===== config.mk =====
export PLATFORM = sky130hd
export DESIGN_NAME = utf8_validate_and_count
export DESIGN_NICKNAME = d
export VERILOG_FILES = /design/src/hw/rtl/utf8vc_pkg.sv /design/src/hw/rtl/utf8vc_in_stage.sv /design/src/hw/rtl/utf8vc_core.sv /design/src/hw/rtl/utf8vc_out_stage.sv /design/src/hw/rtl/utf8_validate_and_count.sv
export SDC_FILE = /design/constraint.sdc
export NUM_CORES = 1
export LEC_CHECK = 0
export BUFFER_PORTS_ARGS = -buffer_cell sky130_fd_sc_hd__buf_2
export CORE_ASPECT_RATIO = 0.5
export CORE_MARGIN = 5
export CORE_UTILIZATION = 25
export CTS_BUF_LIST = sky130_fd_sc_hd__clkbuf_2 sky130_fd_sc_hd__clkbuf_4 sky130_fd_sc_hd__clkbuf_8
export DETAILED_ROUTE_END_ITERATION = 10
export PLACE_DENSITY = 0.5
export SLEW_MARGIN = 20
export SYNTH_ARGS = -nofsm -noshare
export SYNTH_HDL_FRONTEND = slang
export SYNTH_HIERARCHICAL = 1
export SYNTH_SLANG_ARGS = --single-unit
export TNS_END_PERCENT = 100

===== constraint.sdc =====
create_clock -name clock -period 5.85 [get_ports clock]
set_clock_uncertainty 0.05 [all_clocks]
set_input_delay 0.8775 -clock clock [delete_from_list [all_inputs] [get_ports clock]]
set_output_delay 0.8775 -clock clock [all_outputs]
set_load 0.05 [all_outputs]

===== src/hw/rtl/utf8vc_pkg.sv =====
package utf8vc_pkg;

   // Width of the running code point counter
   localparam int COUNT_WIDTH = 16;
   localparam logic [COUNT_WIDTH-1:0] COUNT_LIMIT = {COUNT_WIDTH{1'b1}};

   // Compare width wide enough for both the counter and the 16-bit result fields
   localparam int CMP_WIDTH = (COUNT_WIDTH > 16) ? COUNT_WIDTH : 16;

   localparam int BYTE_WIDTH      = 8;
   localparam int CHARS_WIDTH     = 16;
   localparam int CP_WIDTH        = 21;
   localparam int RSP_TDATA_WIDTH = 24;

   localparam logic [CHARS_WIDTH-1:0] MAX_CHARS_RESET = 16'd1024;
   localparam logic [CHARS_WIDTH-1:0] CHAR_COUNT_MAX  = 16'hFFFF;

   // Code point range limits
   localparam logic [CP_WIDTH-1:0] CP_MIN_2BYTE  = 21'h000080;
   localparam logic [CP_WIDTH-1:0] CP_MIN_3BYTE  = 21'h000800;
   localparam logic [CP_WIDTH-1:0] CP_MIN_4BYTE  = 21'h010000;
   localparam logic [CP_WIDTH-1:0] CP_MAX        = 21'h10FFFF;
   localparam logic [CP_WIDTH-1:0] SURROGATE_LO  = 21'h00D800;
   localparam logic [CP_WIDTH-1:0] SURROGATE_HI  = 21'h00DFFF;

   // Lead byte boundaries
   localparam logic [7:0] ASCII_MAX   = 8'h7F;
   localparam logic [7:0] LEAD2_MIN   = 8'hC2;
   localparam logic [7:0] LEAD2_MAX   = 8'hDF;
   localparam logic [7:0] LEAD3_MIN   = 8'hE0;
   localparam logic [7:0] LEAD3_MAX   = 8'hEF;
   localparam logic [7:0] LEAD4_MIN   = 8'hF0;
   localparam logic [7:0] LEAD4_MAX   = 8'hF4;
   localparam logic [1:0] CONT_PREFIX = 2'b10;

   // Sequence length classes (number of continuation bytes)
   localparam logic [1:0] CLASS_NONE = 2'd0;
   localparam logic [1:0] CLASS_TWO  = 2'd1;
   localparam logic [1:0] CLASS_THREE = 2'd2;
   localparam logic [1:0] CLASS_FOUR = 2'd3;

   typedef enum logic [1:0] {
      ST_OK       = 2'd0,
      ST_INVALID  = 2'd1,
      ST_EMPTY    = 2'd2,
      ST_TOO_MANY = 2'd3
   } status_type;

   typedef struct packed {
      logic [BYTE_WIDTH-1:0] text_byte;
      logic                  byte_present;
      logic                  end_of_text;
   } item_type;

   typedef struct packed {
      status_type             status;
      logic [CHARS_WIDTH-1:0] char_count;
   } result_type;

endpackage


===== src/hw/rtl/utf8vc_in_stage.sv =====
module utf8vc_in_stage (
   input  logic                clock,
   input  logic                reset,
   input  logic                in_valid,
   output logic                in_ready,
   input  utf8vc_pkg::item_type in_item,
   input  logic                advance,
   output logic                item_valid,
   output utf8vc_pkg::item_type item
);
   import utf8vc_pkg::*;

   logic     valid_ff, valid_in;
   item_type item_ff;

   // Take a new item when the stage is empty or its item moves on this cycle
   assign in_ready = !valid_ff || advance;

   always_comb begin
      valid_in = valid_ff;
      if (in_ready) begin
         valid_in = in_valid;
      end
   end

   always_ff @(posedge clock) begin
      if (reset) begin
         valid_ff <= 1'b0;
      end else begin
         valid_ff <= valid_in;
      end
   end

   // Hold payload unless a new item is taken
   always_ff @(posedge clock) begin
      if (in_ready && in_valid) begin
         item_ff <= in_item;
      end
   end

   assign item_valid = valid_ff;
   assign item       = item_ff;

endmodule


===== src/hw/rtl/utf8vc_core.sv =====
module utf8vc_core (
   input  logic                                clock,
   input  logic                                reset,
   input  logic                                fire,
   input  utf8vc_pkg::item_type                item,
   input  logic [utf8vc_pkg::CHARS_WIDTH-1:0]  max_chars,
   output logic                                result_valid,
   output utf8vc_pkg::result_type              result
);
   import utf8vc_pkg::*;

   logic [1:0]             pend_ff, pend_in;
   logic [CP_WIDTH-1:0]    partial_ff, partial_in;
   logic [1:0]             class_ff, class_in;
   logic [COUNT_WIDTH-1:0] count_ff, count_in;
   logic                   ovf_ff, ovf_in;
   logic                   failed_ff, failed_in;

   always_comb begin
      logic [7:0]          b;
      logic [CP_WIDTH-1:0] cp;
      logic [CP_WIDTH-1:0] minimum;
      logic                count_it;
      logic [CMP_WIDTH-1:0] count_wide;
      logic [CMP_WIDTH-1:0] max_wide;

      b          = item.text_byte;
      cp         = '0;
      minimum    = CP_MIN_4BYTE;
      count_it   = 1'b0;
      count_wide = '0;
      max_wide   = '0;

      pend_in    = pend_ff;
      partial_in = partial_ff;
      class_in   = class_ff;
      count_in   = count_ff;
      ovf_in     = ovf_ff;
      failed_in  = failed_ff;

      // Decode one byte against the open sequence
      if (item.byte_present && !failed_ff) begin
         if (pend_ff == 2'd0) begin
            if (b <= ASCII_MAX) begin
               count_it = 1'b1;
            end else if (b >= LEAD2_MIN && b <= LEAD2_MAX) begin
               pend_in    = 2'd1;
               class_in   = CLASS_TWO;
               partial_in = {16'd0, b[4:0]};
            end else if (b >= LEAD3_MIN && b <= LEAD3_MAX) begin
               pend_in    = 2'd2;
               class_in   = CLASS_THREE;
               partial_in = {17'd0, b[3:0]};
            end else if (b >= LEAD4_MIN && b <= LEAD4_MAX) begin
               pend_in    = 2'd3;
               class_in   = CLASS_FOUR;
               partial_in = {18'd0, b[2:0]};
            end else begin
               failed_in = 1'b1;
            end
         end else if (b[7:6] != CONT_PREFIX) begin
            failed_in = 1'b1;
         end else begin
            cp         = {partial_ff[CP_WIDTH-7:0], b[5:0]};
            partial_in = cp;
            pend_in    = pend_ff - 2'd1;
            if (pend_ff == 2'd1) begin
               // Sequence complete: reject overlong, out of range and surrogates
               case (class_ff)
                  CLASS_TWO:   minimum = CP_MIN_2BYTE;
                  CLASS_THREE: minimum = CP_MIN_3BYTE;
                  default:     minimum = CP_MIN_4BYTE;
               endcase
               if (cp < minimum || cp > CP_MAX ||
                   (cp >= SURROGATE_LO && cp <= SURROGATE_HI)) begin
                  failed_in = 1'b1;
               end else begin
                  count_it = 1'b1;
               end
               partial_in = '0;
               class_in   = CLASS_NONE;
            end
         end
      end

      // Saturating count
      if (count_it) begin
         if (count_ff == COUNT_LIMIT) begin
            ovf_in = 1'b1;
         end else begin
            count_in = count_ff + 1'b1;
         end
      end

      // Build the result from the state after this byte
      count_wide = CMP_WIDTH'(count_in);
      max_wide   = CMP_WIDTH'(max_chars);
      result_valid = fire && item.end_of_text;
      if (failed_in || pend_in != 2'd0) begin
         result.status     = ST_INVALID;
         result.char_count = '0;
      end else if (count_in == '0 && !ovf_in) begin
         result.status     = ST_EMPTY;
         result.char_count = '0;
      end else begin
         result.status = (ovf_in || count_wide > max_wide) ? ST_TOO_MANY : ST_OK;
         if (count_wide > CMP_WIDTH'(CHAR_COUNT_MAX)) begin
            result.char_count = CHAR_COUNT_MAX;
         end else begin
            result.char_count = count_wide[CHARS_WIDTH-1:0];
         end
      end

      // Clear for the next text
      if (item.end_of_text) begin
         pend_in    = 2'd0;
         partial_in = '0;
         class_in   = CLASS_NONE;
         count_in   = '0;
         ovf_in     = 1'b0;
         failed_in  = 1'b0;
      end
   end

   always_ff @(posedge clock) begin
      if (reset) begin
         pend_ff    <= 2'd0;
         partial_ff <= '0;
         class_ff   <= CLASS_NONE;
         count_ff   <= '0;
         ovf_ff     <= 1'b0;
         failed_ff  <= 1'b0;
      end else if (fire) begin
         pend_ff    <= pend_in;
         partial_ff <= partial_in;
         class_ff   <= class_in;
         count_ff   <= count_in;
         ovf_ff     <= ovf_in;
         failed_ff  <= failed_in;
      end
   end

endmodule


===== src/hw/rtl/utf8vc_out_stage.sv =====
module utf8vc_out_stage (
   input  logic                   clock,
   input  logic                   reset,
   input  logic                   result_valid,
   input  utf8vc_pkg::result_type result,
   output logic                   advance,
   output logic                   out_valid,
   input  logic                   out_ready,
   output utf8vc_pkg::result_type out_result
);
   import utf8vc_pkg::*;

   logic       valid_ff, valid_in;
   result_type result_ff;

   // Load when empty or when the waiting item is taken
   assign advance = !valid_ff || out_ready;

   always_comb begin
      valid_in = valid_ff;
      if (advance) begin
         valid_in = result_valid;
      end
   end

   always_ff @(posedge clock) begin
      if (reset) begin
         valid_ff <= 1'b0;
      end else begin
         valid_ff <= valid_in;
      end
   end

   always_ff @(posedge clock) begin
      if (advance && result_valid) begin
         result_ff <= result;
      end
   end

   assign out_valid  = valid_ff;
   assign out_result = result_ff;

endmodule


===== src/hw/rtl/utf8_validate_and_count.sv =====
// Streaming strict UTF-8 checker and code point counter.
// A text's result goes from the input register through the decode logic into the result
// register; the per-byte state update is combinational between these registers.
// Throughput: one byte item per cycle while the output is not blocked.
// Reset (synchronous, active high) empties both registers, clears the text state
// and sets max_chars to 1024.
module utf8_validate_and_count (
   input  logic                                    clock,
   input  logic                                    reset,
   input  logic                                    req_tvalid,
   output logic                                    req_tready,
   input  logic [utf8vc_pkg::BYTE_WIDTH-1:0]       req_tdata,  // [7:0] text_byte
   input  logic                                    req_tuser,  // [0] byte_present
   input  logic                                    req_tlast,  // end_of_text
   output logic                                    rsp_tvalid,
   input  logic                                    rsp_tready,
   output logic [utf8vc_pkg::RSP_TDATA_WIDTH-1:0]  rsp_tdata,  // [1:0] status, [17:2] char_count
   input  logic                                    csr_valid,
   output logic                                    csr_ready,
   input  logic [utf8vc_pkg::CHARS_WIDTH-1:0]      csr_data
);
   import utf8vc_pkg::*;

   item_type               req_item, item;
   logic                   item_valid, advance, fire, result_valid;
   result_type             result, out_result;
   logic [CHARS_WIDTH-1:0] max_chars_ff;

   assign req_item = '{text_byte: req_tdata, byte_present: req_tuser, end_of_text: req_tlast};

   // Character bound register
   assign csr_ready = 1'b1;

   always_ff @(posedge clock) begin
      if (reset) begin
         max_chars_ff <= MAX_CHARS_RESET;
      end else if (csr_valid && csr_ready) begin
         max_chars_ff <= csr_data;
      end
   end

   utf8vc_in_stage u_in_stage (
      .clock      (clock),
      .reset      (reset),
      .in_valid   (req_tvalid),
      .in_ready   (req_tready),
      .in_item    (req_item),
      .advance    (advance),
      .item_valid (item_valid),
      .item       (item)
   );

   assign fire = item_valid && advance;

   utf8vc_core u_core (
      .clock        (clock),
      .reset        (reset),
      .fire         (fire),
      .item         (item),
      .max_chars    (max_chars_ff),
      .result_valid (result_valid),
      .result       (result)
   );

   utf8vc_out_stage u_out_stage (
      .clock        (clock),
      .reset        (reset),
      .result_valid (result_valid),
      .result       (result),
      .advance      (advance),
      .out_valid    (rsp_tvalid),
      .out_ready    (rsp_tready),
      .out_result   (out_result)
   );

   // Pack the result item
   assign rsp_tdata = {{(RSP_TDATA_WIDTH - CHARS_WIDTH - 2){1'b0}},
                       out_result.char_count, out_result.status};

   // Invalid and empty texts always report a zero count
   a_invalid_zero: assert property (@(posedge clock) disable iff (reset)
      rsp_tvalid && out_result.status == ST_INVALID |-> out_result.char_count == '0)
      else $error("invalid result with nonzero count");

   a_empty_zero: assert property (@(posedge clock) disable iff (reset)
      rsp_tvalid && out_result.status == ST_EMPTY |-> out_result.char_count == '0)
      else $error("empty result with nonzero count");

   // Input stalls only when both registers are full and the output is blocked
   a_stall_cause: assert property (@(posedge clock) disable iff (reset)
      !req_tready |-> item_valid && rsp_tvalid && !rsp_tready)
      else $error("input stalled without a blocked output");

   // A result leaves the core only for an item that ends a text
   a_result_on_end: assert property (@(posedge clock) disable iff (reset)
      result_valid |-> fire && item.end_of_text)
      else $error("result produced for an item that does not end a text");

   // Both registers come out of reset empty
   a_reset_empty: assert property (@(posedge clock)
      $past(reset) |-> !rsp_tvalid && req_tready)
      else $error("pipeline not empty after reset");

endmodule

Word level (Yosys, flattened, before mapping)
Cells that the tools add are included.

Output and inout port bits: 27. Flip-flop bits (word level): 83. Input bits: 31.

Multiplexer cells: 56. Add/sub/neg operators: 2. Magnitude comparators: 13. Eq/ne operators: 8. Reductions and logical operators: 28.

Operator list (count): 15-bit 2-to-1 mux (9); 21-bit 2-to-1 mux (4); 16-bit 2-to-1 mux (4); 2-bit 2-to-1 mux (18); 17-bit one-hot mux with 2 select lines (1); 8-bit >= comparator (second input constant) (3); 8-bit less-or-equal comparator (second input constant) (3); 21-bit by 16-bit >= comparator with 1-bit output (second input constant) (1); 21-bit greater-than comparator (second input constant) (1); 21-bit by 16-bit less-or-equal comparator with 1-bit output (second input constant) (1); 21-bit < comparator (1); 1-bit 2-to-1 mux (19); 18-bit 2-to-1 mux (1); 16-bit by 1-bit adder with 16-bit output (second input constant) (1); 16-bit == test (second input constant) (1); 16-bit greater-than comparator (1); 16-bit greater-than comparator (second input constant) (1); 16-bit logical NOT (1); 1-bit logical AND (10); 8-bit by 7-bit less-or-equal comparator with 1-bit output (second input constant) (1); 1-bit logical OR (6); 6-bit AND reduction (1); 5-bit != test (second input constant) (1); 5-bit AND reduction (1); other kinds (11) (16).

Longest topological paths before layout
Gate-level depths: netlist of run 1.

Depth after elaboration: 19. Gate-level depth with buffers: 20. Mapped depth without buffers: 20.

Hierarchy
Netlist of run 1, hierarchy kept.

Modules (own cells, without submodules): utf8vc_core (cells each 425, times used 1, area each 3051.7 um^2); utf8_validate_and_count (cells each 62, times used 1, area each 648.1 um^2); utf8vc_out_stage (cells each 23, times used 1, area each 595.6 um^2); utf8vc_in_stage (cells each 15, times used 1, area each 355.3 um^2).

Worst setup path after synthesis of run 1
Ideal clock, no wire load.

Kind: flip-flop to flip-flop. Start point: reg u_core.pend_ff[0]. End point: reg u_out_stage.result_ff, in the netlist u_out_stage/out_result[16], data pin. Arrival: 3.142 ns. Path slack: 2.400 ns. Period minus slack after synthesis: 3.450 ns. Cell stages (with the launch flop): 21. Buffers on the path: 2. Setup time: 0.259 ns. Cells stage by stage: dfxtp_1 inv_1 ha_1 clkbuf_1 inv_1 nor2_1 o221a_2 o21ai_2 buf_2 or3_1 xnor2_1 ha_1 a21oi_1 nor2b_1 o21ai_0 nand2b_1 a21oi_1 o21ai_0 a21oi_1 o21a_1 o21bai_1.

Word-level cells in the longest chain between the ends: 10. Elaborated cells on any way between the ends: 29. Those cells by class: add/sub: 1; order compare: 1; eq/ne: 1; mux: 19; reduce/logical: 7.

RTL lines: start: declaration (line utf8vc_core.sv:12) `logic [1:0] pend_ff, pend_in;`; start signal: assignment (line utf8vc_core.sv:134) `pend_ff <= pend_in;`; 2-bit by 1-bit == test with 1-bit output (line utf8vc_core.sv:67) `if (pend_ff == 2'd1) begin`; 1-bit 2-to-1 mux (line utf8vc_core.sv:67); 1-bit 2-to-1 mux (line utf8vc_core.sv:61) `end else if (b[7:6] != CONT_PREFIX) begin`; 1-bit 2-to-1 mux (line utf8vc_core.sv:43) `if (pend_ff == 2'd0) begin`; 1-bit 2-to-1 mux (line utf8vc_core.sv:42) `if (item.byte_present && !failed_ff) begin`; 16-bit 2-to-1 mux (line utf8vc_core.sv:87) `if (count_it) begin`; 16-bit greater-than comparator (line utf8vc_core.sv:106) `result.status = (ovf_in || count_wide > max_wide) ? ST_TOO_MANY : ST_OK;`; 1-bit logical OR (line utf8vc_core.sv:106); 2-bit 2-to-1 mux (line utf8vc_core.sv:106); 18-bit 2-to-1 mux (line utf8vc_core.sv:102) `end else if (count_in == '0 && !ovf_in) begin`; end signal: assignment (line utf8vc_out_stage.sv:36) `result_ff <= result;`; end: declaration (line utf8vc_out_stage.sv:14) `result_type result_ff;`.

Parallel ways exist; a longest one is shown, timed or not. A chain may end at the register's enable or synchronous reset.

Worst setup path after layout of run 1
Start point: reg u_core.pend_ff[0]. End point: reg u_out_stage.result_ff, in the netlist u_out_stage/out_result[17], data pin.

The elaborated chain is that of the path after synthesis.

==> qor.yml, run 1 <==
routing:
  via_count: 3796
  drc: 0
  finalWirelength_mm: 11.8
  drt_iter0_markers: 180
  wl_per_cell_um: 14.6
  ant_nets: 0
  first_pass_iters: 5
  viasPerCell: 4.71
logic_synthesis:
  netlist.area_leader.share_pct: 23.7
  ys.flop_type: "dfxtp_1"
  synth_cell_types: 68
  synth_edf_count: 28
  synth_largest_area_cell: "dfxtp_1"
  ys_warn_count: 6
  synth_area_mm2: 0.00465
  avgSynthCellArea_um2: 8.86
  syn-instance-count: 525
  synth_area_leaders: "dfxtp_1 (24%), edfxtp_1 (18%), ha_1 (6.2%), a21oi_1 (5.1%), nor2_1 (4.8%)"
  synthArstFlopShare_pct: 0
  ys_ff_latch: 83
  ys_seq_area_share_pct: 41.8
sta:
  whs_ns: 0.423
  maxSlewHeadroom_pct: 52.2
  final_max_slew_viol_count: 0
  period_needed_ns: 3.92
  rsz0062_at_grt: "no"
  timing.setup.tns_ns: 0
  max_freq_ghz: 0.255
  setup_violations: 0
  worstMarginPinSlew_ns: 0.711
  final_min_period_over_clock_period_pct: 67.0
  finalHoldViolations: 0
worst_setup_path:
  reg2reg_slack_ns: 1.93
  critPathCaptureType: "flip-flop"
  worstPathMaxFanout: 13
  rr_worst_depth: 18
  required_ns: 5.90
  arrival_ns: 3.97
  critPathLaunchType: "flip-flop"
  path_class: "reg -> reg"
  r2r-start: "u_core/pend_ff[0]"
  rr_endpoint: "u_out_stage/out_result[17]"
cells_and_area:
  layout_common_cells: "nor2_1 (59), dfxtp_1 (55), buf_2 (49)"
  drive_above_1_share_pct: 15.7
  n_antenna_cell: 0
  fillers: 1953
  final_nets: 615
  area_growth_pct: 13.7
  layout.cells.non_filler: 806
  layout.cells.most_common: "nor2_1"
placement:
  dpl.cell_count: 790
  port_buffers: 50
  dp_hpwl_mm: 8.54
  place_congestion: 0.789
clock_network:
  clock-sinks: 83
  clk_latency_ns: 0.37
  clockRootBuffer: "clkbuf_8"
  cts_hold_buf: 0
  postCtsSetupRepairBufs: 0
  cts_resized: 0
  cts_buffer_depth: 2
  h-tree-depth: 3
  cts_tree: "done"
  cts-buffers-inserted: 9
  path_clk_slew_ns: 0.09
global_routing:
  grt_use_total_pct: 11.2
  grt.overflow.total: 0
  grt_pass1_vias: 3793
  grt_max_degree: 56
  grt_pass1_wl_mm: 19.5
  antenna_found_initial: 1
die:
  coreArea_mm2: 0.0183
  io_pins: 58
  die_w_um: 203
  initial_utilization_pct: 25.3
  die_y_um: 106
  die-area_mm2: 0.0216
  rows: 35
flow_run:
  drv_cap: 0
power:
  cellPowerDensity_mw_per_mm2: 229
  total_power_mw: 1.21
  vdd_drop_max_mv: 0.0827
  p_leak_nw: 2.07
hold_path:
  hp-start: "u_core/partial_ff[0]"
  hold_path_depth: 2
  min-delay-path-class: "reg -> reg"
  min_to: "u_core/partial_ff[0]"
status:
  status: "finished, final reports clean"
## metal layers
layer	wire length (µm)	track usage (%)	share of wire, %
met5	13	0	0.11
met4	148	3.19	1.3
met3	671	3.02	5.7
met2	5100	17.7	43
met1	5820	15.1	50
## how the worst max path moves through the flow
stage | to | slack (ns) | startpoint
after floorplan | u_out_stage/out_result[16] | 2.40 | u_core/pend_ff[0]
after global placement | u_out_stage/out_result[17] | 2.00 | u_core/pend_ff[0]
after detailed placement | u_out_stage/out_result[17] | 1.90 | u_core/pend_ff[0]
after CTS | u_out_stage/out_result[17] | 1.91 | u_core/pend_ff[0]
after global routing | u_out_stage/out_result[17] | 1.62 | u_core/pend_ff[0]
final | u_out_stage/out_result[17] | 1.93 | u_core/pend_ff[0]
## metrics by stage
step,cell area (µm²),utilization (%),setup slack [ns]
after floorplan,4670,-,2.40
after global placement,5060,27.6,2.00
after detailed placement,5060,27.6,1.90
after CTS,5280,28.8,1.91
after global routing,5290,28.8,1.62
final,5290,28.8,1.93
## final cells by class
cell class | count | area, µm² | share of cell area (%)
multi-input combinational | 384 | 2430 | 46.0
sequential | 83 | 1940 | 36.7
tap | 240 | 300 | 5.68
timing repair buffer | 53 | 275 | 5.20
clock buffer | 9 | 124 | 2.34
inverter | 30 | 113 | 2.13
clock inverter | 7 | 100 | 1.89
## synthesized netlist by cell type (2+ instances only)
cell type and instances:
nor2_1 59, dfxtp_1 55, a21oi_1 47, nand2_1 36, nor2b_1 32, inv_1 30
edfxtp_1 28, nand3_1 25, ha_1 23, o21ai_0 18, nor3_1 17, clkbuf_1 16
mux2i_1 16, nand4_1 8, xnor2_1 8, buf_2 7, buf_4 7, nand2b_1 7
o21a_1 5, and3_1 4, o21ai_1 4, or4_1 4, a22oi_1 3, and2_1 3
nor4_1 3, o31ai_1 3, or3_1 3, or4b_1 3, a211oi_1 2, a21o_1 2
a21oi_2 2, a221oi_1 2, and2_4 2, conb_1 2, mux2_4 2, nand2b_4 2
nor3b_1 2, o21bai_1 2, xor2_1 2
## where the power goes
group / switching, mW / internal, mW
Sequential: 0.0121 / 0.610
Combinational: 0.0779 / 0.0387
Clock: 0.228 / 0.243
Total: 0.318 / 0.892
## critical path, stage by stage, from the launching register on
cell and delay [ns]:
dfxtp_1 0.38, inv_1 0.09, ha_1 0.34, nand4bb_1 0.28, a21oi_1 0.18, o221a_2 0.21
o21ai_2 0.18, or3_1 0.45, xnor2_1 0.23, ha_1 0.28, a21oi_1 0.14, nor2b_1 0.06
o21ai_0 0.13, nand2b_1 0.07, a21oi_1 0.15, o21ai_0 0.09, a21oi_1 0.13, o21a_1 0.14
a21oi_1 0.06
## logic make-up (layout without fill, tap and decap cells)
kind of cell	after synthesis	count (layout)	share of synthesized area, %
flip-flops	83	83	41.8
buffers and inverters	63	99	6.35
XOR/XNOR	10	10	1.88
other	2	7	0.161
AO/OA/AOI/OAI	106	106	14.5
adder cells (fa/ha/maj)	23	23	6.19
multiplexers	19	19	4.33
AND/OR/NAND/NOR	219	219	24.9
## registers in the layout (all words and copies together), names as in the netlist
register,flops
u_core/failed_ff,1
u_in_stage/item,10
u_core/class_ff,2
u_out_stage/out_valid,1
u_out_stage/out_result,18
max_chars_ff,16
u_core/count_ff,16
u_core/partial_ff,15
u_core/pend_ff,2
u_core/ovf_ff,1
u_in_stage/item_valid,1
No activity file was read; power rests on OpenSTA's default activity.
==> inputs of run 2 (changes only) <==
Settings changed: ABC_AREA set to 1, PLACE_DENSITY 0.5 to 0.51.
Clock period 5.85 ns to 3.6 ns, I/O delays scaled along.
==> qor.yml, run 2 <==
status:
  status: "finished, final reports clean"
die:
  die-area_mm2: 0.0227  # +5.0%
  rows: 36  # +2.9%
  coreArea_mm2: 0.0194  # +5.6%
  initial_utilization_pct: 25.3  # -0.042 points
  die_y_um: 109  # +2.4%
  die_w_um: 208  # +2.5%
  io_pins: 58  # unchanged
cells_and_area:
  fillers: 2145  # +9.8%
  largest_reg_flops: 18  # unchanged
  n_antenna_cell: 0  # unchanged
  final_nets: 804  # +31%
  area_growth_pct: 22.1
  multi_input_area_mm2: 0.00261  # +7.3%
  layout.cells.non_filler: 1021  # +27%
  final_util_pct: 30.9  # +2.1 points
  layout.cells.most_common: "nand2_1"
  drive_above_1_share_pct: 23.7  # +8.0 points
  final_cell_area_mm2: 0.00598  # +13%
  regArea_mm2: 0.00194  # about the same
  layout_common_cells: "nand2_1 (158), inv_1 (92), nor2_1 (87)"
clock_network:
  clk_latency_ns: 0.36  # about the same
  cts-buffers-inserted: 9  # unchanged
  clock-sinks: 83  # unchanged
  path_clk_slew_ns: 0.09  # about the same
  cts_hold_buf: 0  # unchanged
  h-tree-depth: 3  # unchanged
  cts_buffer_depth: 2  # unchanged
  clockRootBuffer: "clkbuf_8"
  cts_tree: "done"
sta:
  final_max_slew_viol_count: 0  # unchanged
  max_freq_ghz: 0.290  # +14%
  worst_slack_ns: 0.155  # -1.78 ns
  period_needed_ns: 3.45  # -0.475 ns
  whs_ns: 0.297  # -0.127 ns
  final_min_period_over_clock_period_pct: 95.7  # +29 points
  rsz0062_at_grt: "yes"
  setup_violations: 0  # unchanged
  worstMarginPinSlew_ns: 0.913  # +0.202 ns
  finalHoldViolations: 0  # unchanged
  maxSlewHeadroom_pct: 39.2  # -13 points
  timing.setup.tns_ns: 0  # unchanged
worst_setup_path:
  reg2reg_slack_ns: 0.15  # -1.78 ns
  rr_worst_depth: 23  # +5
  arrival_ns: 3.52  # -0.45 ns
  path_class: "reg -> reg"
  critPathCaptureType: "flip-flop"
  required_ns: 3.68  # -2.22 ns
  rr_endpoint: "u_out_stage/out_result[16]"
  r2r-start: "u_core/class_ff[0]"
  worstPathMaxFanout: 7  # -6
  critPathLaunchType: "flip-flop"
power:
  cellPowerDensity_mw_per_mm2: 354  # +55%
  p_leak_nw: 2.68  # +29%
  total_power_mw: 2.12  # +75%
  vdd_drop_max_mv: 0.156  # +88%
routing:
  finalWirelength_mm: 13.2  # +12%
  ant_nets: 0  # unchanged
  via_count: 4477  # +18%
  first_pass_iters: 5  # unchanged
  drt_iter0_markers: 293  # +63%
  drc: 0  # unchanged
  wl_per_cell_um: 12.9  # -11%
  viasPerCell: 4.38  # -6.9%
global_routing:
  grt_pass1_wl_mm: 20.7  # +6.2%
  grt.overflow.total: 0  # unchanged
  met2_usage_pct: 18.6  # +0.91 points
  antenna_found_initial: 0  # -1
  grt.met3_usage_pct: 2.24  # -0.78 points
  grt_pass1_vias: 4202  # +11%
  grtUsageMet1_pct: 15.1  # +0.081 points
  grt_max_degree: 37  # -34%
  grt_use_total_pct: 11.3  # +0.14 points
  grt.busiest_layer: "met2"
logic_synthesis:
  synthArstFlopShare_pct: 0  # unchanged
  synth.top_cells.by_count: "nand2_1 (171), inv_1 (99), nor2_1 (88), a21oi_1 (55), dfxtp_1 (55)"
  synth_area_leaders: "dfxtp_1 (22%), edfxtp_1 (17%), nand2_1 (13%), inv_1 (7.6%), nor2_1 (6.7%)"
  synth_most_common_cell: "nand2_1"
  synth_largest_area_cell: "dfxtp_1"
  synth_area_mm2: 0.00490  # +5.4%
  ys.flop_type: "dfxtp_1"
  synth_edf_count: 28  # unchanged
  syn-instance-count: 683  # +30%
  netlist.area_leader.share_pct: 22.5  # -1.2 points
  ys_warn_count: 6  # unchanged
  ys_ff_latch: 83  # unchanged
  synth_cell_types: 47  # -31%
  ys_seq_area_share_pct: 39.6  # -2.1 points
  avgSynthCellArea_um2: 7.18  # -19%
placement:
  port_buffers: 50  # unchanged
  dpl.cell_count: 998  # +26%
  place_congestion: 0.887  # +12%
  dp_hpwl_mm: 10.1  # +18%
  placed_area_mm2: 0.00548  # +8.3%
  pre_cts_ws_ns: -0.0719  # -1.97 ns
flow_run:
  drv_cap: 0  # unchanged
hold_path:
  min-delay-path-class: "in -> reg"
  hold_path_depth: 1  # -1
  hp-start: "req_tdata[1]"
  min_to: "u_in_stage/item[3]"
==> run 2: cell count changes after synthesis, sizes merged, moves of 10 or more <==
cell	change
inv	+79
nand2	+149
o21ai	-16
nor2	+37
nand3	+15
a21oi	+10
nor2b	-32
mux2i	-16
==> run 2: layout make-up <==
type                    count  area share, %
clock buffers              11           2.32
well taps                 266           5.56
inverters                 112           7.07
repair buffers             77           7.99
flip-flops and latches     83           32.5
multi-input cells         467           43.7
clock inverters             5          0.878
==> run 2: critical path, stage by stage, from the launching register on <==
cell      delay (ns)
dfxtp_2         0.34
inv_2           0.05
ha_4            0.25
inv_2           0.04
ha_4            0.28
nand3_2         0.08
nor2_2          0.13
nand2_2         0.05
nand2_2         0.09
nand3_4         0.11
a21oi_4         0.30
nand2_1         0.10
nand2_2         0.10
inv_1           0.07
ha_1            0.28
nand2_2         0.08
nor2_1          0.06
a211oi_2        0.14
o221a_2         0.22
nand2_1         0.06
a21oi_2         0.17
inv_1           0.06
nand2_1         0.06
nand2_1         0.04
==> run 2: what timing repair did <==
item,CTS,global route
gates resized for setup,3,50
pin swaps,0,23
endpoints found under the setup margin,2,2
gates cloned,0,1
buffers inserted,0,6
hold endpoints to repair,0,0
==> run 2: power by group <==
group / leakage (nW) / internal (mW) / switching, mW / total (mW)
sequential: 0.727 / 1.01 / 0.0244 / 1.03
combinational: 1.85 / 0.146 / 0.261 / 0.407
clock: 0.105 / 0.335 / 0.347 / 0.682
total: 2.68 / 1.49 / 0.633 / 2.12
==> run 2: logic make-up (layout without fill, tap and decap cells) <==
logic type	count (synthesis)	in the layout	share of synthesized area, %
flip-flops	83	83	39.6
AND/OR/NAND/NOR	348	348	31.3
AO/OA/AOI/OAI	84	84	9.96
other	2	7	0.153
adder cells (fa/ha/maj)	23	23	5.87
buffers and inverters	138	205	12.2
XOR/XNOR	5	5	0.894
==> run 2: how the worst max path moves through the flow <==
stage / startpoint / end / cells after the start
global route: u_core/class_ff[0] / u_out_stage/out_result[16] / 24
global placement: u_core/class_ff[0] / u_out_stage/out_result[16] / 24
detailed placement: u_core/class_ff[0] / u_out_stage/out_result[16] / 24
floorplan: u_core/class_ff[0] / u_out_stage/out_result[16] / 26
CTS: u_core/class_ff[0] / u_out_stage/out_result[16] / 25
finish: u_core/class_ff[0] / u_out_stage/out_result[16] / 23
==> run 2: layer usage <==
metal | share of wire (%) | up-vias
met5 | 0 | -
met4 | 1.7 | 0
met1 | 48 | 2074
li1 | - | 2285
met2 | 45 | 99
met3 | 4.4 | 19
==> inputs of run 3 (changes only) <==
Settings changed: ABC_AREA 1 to unset, CORE_MARGIN 5 to unset, CORE_UTILIZATION 25 to 35, PLACE_DENSITY 0.51 to 0.64.
==> qor.yml, run 3 (same netlist as run 1, synthesis figures left out) <==
status:
  status: "finished, final reports clean"
routing:
  drc: 0  # unchanged
  viasPerCell: 5.00  # +14%
  finalWirelength_mm: 11.0  # -17%
  via_count: 3851  # -14%
  wl_per_cell_um: 14.2  # +10%
  first_pass_iters: 4  # -1
  ant_nets: 0  # unchanged
  drt_iter0_markers: 262  # -11%
sta:
  setup_violations: 0  # unchanged
  whs_ns: 0.301  # +0.00440 ns
  timing.setup.tns_ns: 0  # unchanged
  finalHoldViolations: 0  # unchanged
  worstMarginPinSlew_ns: 1.06  # +0.147 ns
  final_max_slew_viol_count: 0  # unchanged
  max_freq_ghz: 0.288  # -0.93%
  final_min_period_over_clock_period_pct: 96.6  # +0.90 points
  maxSlewHeadroom_pct: 29.3  # -9.8 points
  rsz0062_at_grt: "yes"
  period_needed_ns: 3.48  # +0.0322 ns
clock_network:
  cts_buffer_depth: 2  # unchanged
  clock-sinks: 83  # unchanged
  cts_tree: "done"
  clockRootBuffer: "clkbuf_8"
  cts-buffers-inserted: 9  # unchanged
  clk_latency_ns: 0.36  # about the same
  h-tree-depth: 3  # unchanged
  path_clk_slew_ns: 0.08  # about the same
power:
  clock_power_share_pct: 35.6  # +3.4 points
  p_int_mw: 1.42  # -4.8%
  total_power_mw: 1.89  # -11%
  p_sw_mw: 0.475  # -25%
  p_leak_nw: 2.28  # -15%
  p_sw_share_pct: 25.1  # -4.7 points
  power_frac_comb_pct: 11.0  # -8.2 points
  cellPowerDensity_mw_per_mm2: 339  # -4.4%
  vdd_drop_max_mv: 0.142  # -8.9%
  p_seq_share_pct: 53.4  # +4.8 points
worst_setup_path:
  cp_num_buf_inv: 2  # -2
  critPathLaunchType: "flip-flop"
  critPathCaptureType: "flip-flop"
  required_ns: 3.63  # -0.05 ns
  cp_top_family: "compound AO/OA/AOI/OAI gates"
  path_common_cell: "a21oi_1"
  worstPathMaxFanout: 7  # unchanged
  arrival_ns: 3.51  # about the same
  critPathMaxStageDelay_ns: 0.45  # +0.11 ns
  crit_path_top_delay_cell: "or4b_4"
  crit_chain: "inv_2 -> ha_4 -> or4b_4 -> o211ai_2 -> nand4_4 -> o21ai_4 -> buf_4 -> nor2_1 -> xor2_1 -> ha_1 -> o21ai_1 -> nand2b_1 -> a21oi_1 -> o21ai_0 -> a21oi_1 -> o21a_1 -> a21oi_1"
  path_class: "reg -> reg"
die:
  die-area_mm2: 0.0138  # -39%
  die_w_um: 165  # -21%
  io_pins: 58  # unchanged
  die_y_um: 83.5  # -23%
  initial_utilization_pct: 36.3  # +11 points
  rows: 29  # -19%
  coreArea_mm2: 0.0128  # -34%
flow_run:
  drv_cap: 0  # unchanged
placement:
  dp_hpwl_mm: 7.92  # -22%
  port_buffers: 50  # unchanged
  placed_area_mm2: 0.00518  # -5.4%
  place_congestion: 0.898  # +1.3%
hold_path:
  min-delay-path-class: "in -> reg"
cells_and_area:
  fillers: 1269  # -41%
  drive_above_1_share_pct: 24.8  # +1.1 points
  layout.cells.most_common: "nor2_1"
  final_cell_area_mm2: 0.00559  # -6.6%
  largest_reg_flops: 18  # unchanged
  n_antenna_cell: 0  # unchanged
  area_growth_pct: 20.1
  layout_common_cells: "nor2_1 (57), dfxtp_1 (51), buf_2 (50)"
  final_util_pct: 43.6  # +13 points
  final_nets: 650  # -19%
global_routing:
  grt.overflow.total: 0  # unchanged
  grt_max_degree: 56  # +51%
  antenna_found_initial: 0  # unchanged
  grt_pass1_vias: 3625  # -14%
  grt_use_total_pct: 16.2  # +4.9 points
  grt_pass1_wl_mm: 17.6  # -15%
-- run 3: changes by cell type in the layout (fill, tap and decap cells not counted), sizes merged, moves of 10 or more --
cell   previous run  this run
nand2           185        36
nand3            40        25
a21oi            59        49
nor2b             0        32
buf              76        87
nor2             96        59
o21ai             7        23
mux2i             0        16
inv             111        30
-- run 3: per-stage QoR --
step	instances	setup WS, ns
floorplan	530	0.150
global placement	748	0.0535
detailed placement	748	-0.0333
CTS	763	0.00417
global route	770	-0.0811
finish	770	0.122
-- run 3: worst paths after layout --
| path | slack, ns | start | cells after the start | end |
|---|---|---|---|---|
| setup / recovery | 0.12 | u_core/class_ff[1] | 17 | u_out_stage/out_result[17] |
| hold / removal | 0.30 | req_tdata[3] | 1 | u_in_stage/item[5] |
| setup reg to reg | 0.12 | u_core/class_ff[1] | 17 | u_out_stage/out_result[17] |
| hold reg to reg | 0.41 | u_core/partial_ff[0] | 2 | u_core/partial_ff[0] |
-- run 3: cell type report --
cell class,instances,area (µm²),area share [%]
inverters,30,113,2.02
well taps,170,213,3.81
clock buffers,12,153,2.73
clock inverters,3,40.0,0.717
repair buffers,87,532,9.52
flip-flops and latches,83,1950,34.9
multi-input cells,385,2590,46.3
-- run 3: timing repair --
action	4_1_cts	5_1_grt
hold buffers	0	0
pin swaps	0	12
endpoints found under the setup margin	2	2
gates cloned	0	1
gates resized for setup	1	35
buffers inserted	0	6
-- run 3: power groups by stage --
stage | Combinational, mW | Clock (mW) | Sequential, mW
2_1_floorplan | 0.141 | 0 | 1.03
3_3_place_gp | 0.193 | 0 | 1.03
3_5_place_dp | 0.194 | 0 | 1.03
4_1_cts | 0.195 | 0.692 | 1.01
5_1_grt | 0.230 | 0.733 | 1.01
6_report | 0.209 | 0.673 | 1.01
-- run 3: worst register-to-register path: cells and delay by family, from the launching register on --
kind / cells / cell delay, ns
AOI/OAI and AO/OA: 8 / 1.19
xor gates and xnor gates: 1 / 0.22
adders and majority gates: 2 / 0.40
buffers and inverters: 2 / 0.25
DFF: 1 / 0.33
and+or+nand+nor: 4 / 0.77
-- run 3: metal layers --
layer  up-vias  global-route usage (%)  wire (µm)
li1       1970                       -          -
met1      1781                    23.2       5490
met3         8                    4.12        664
met5         -                       0          0
met2        92                    24.1       4710
met4         0                    4.25         98
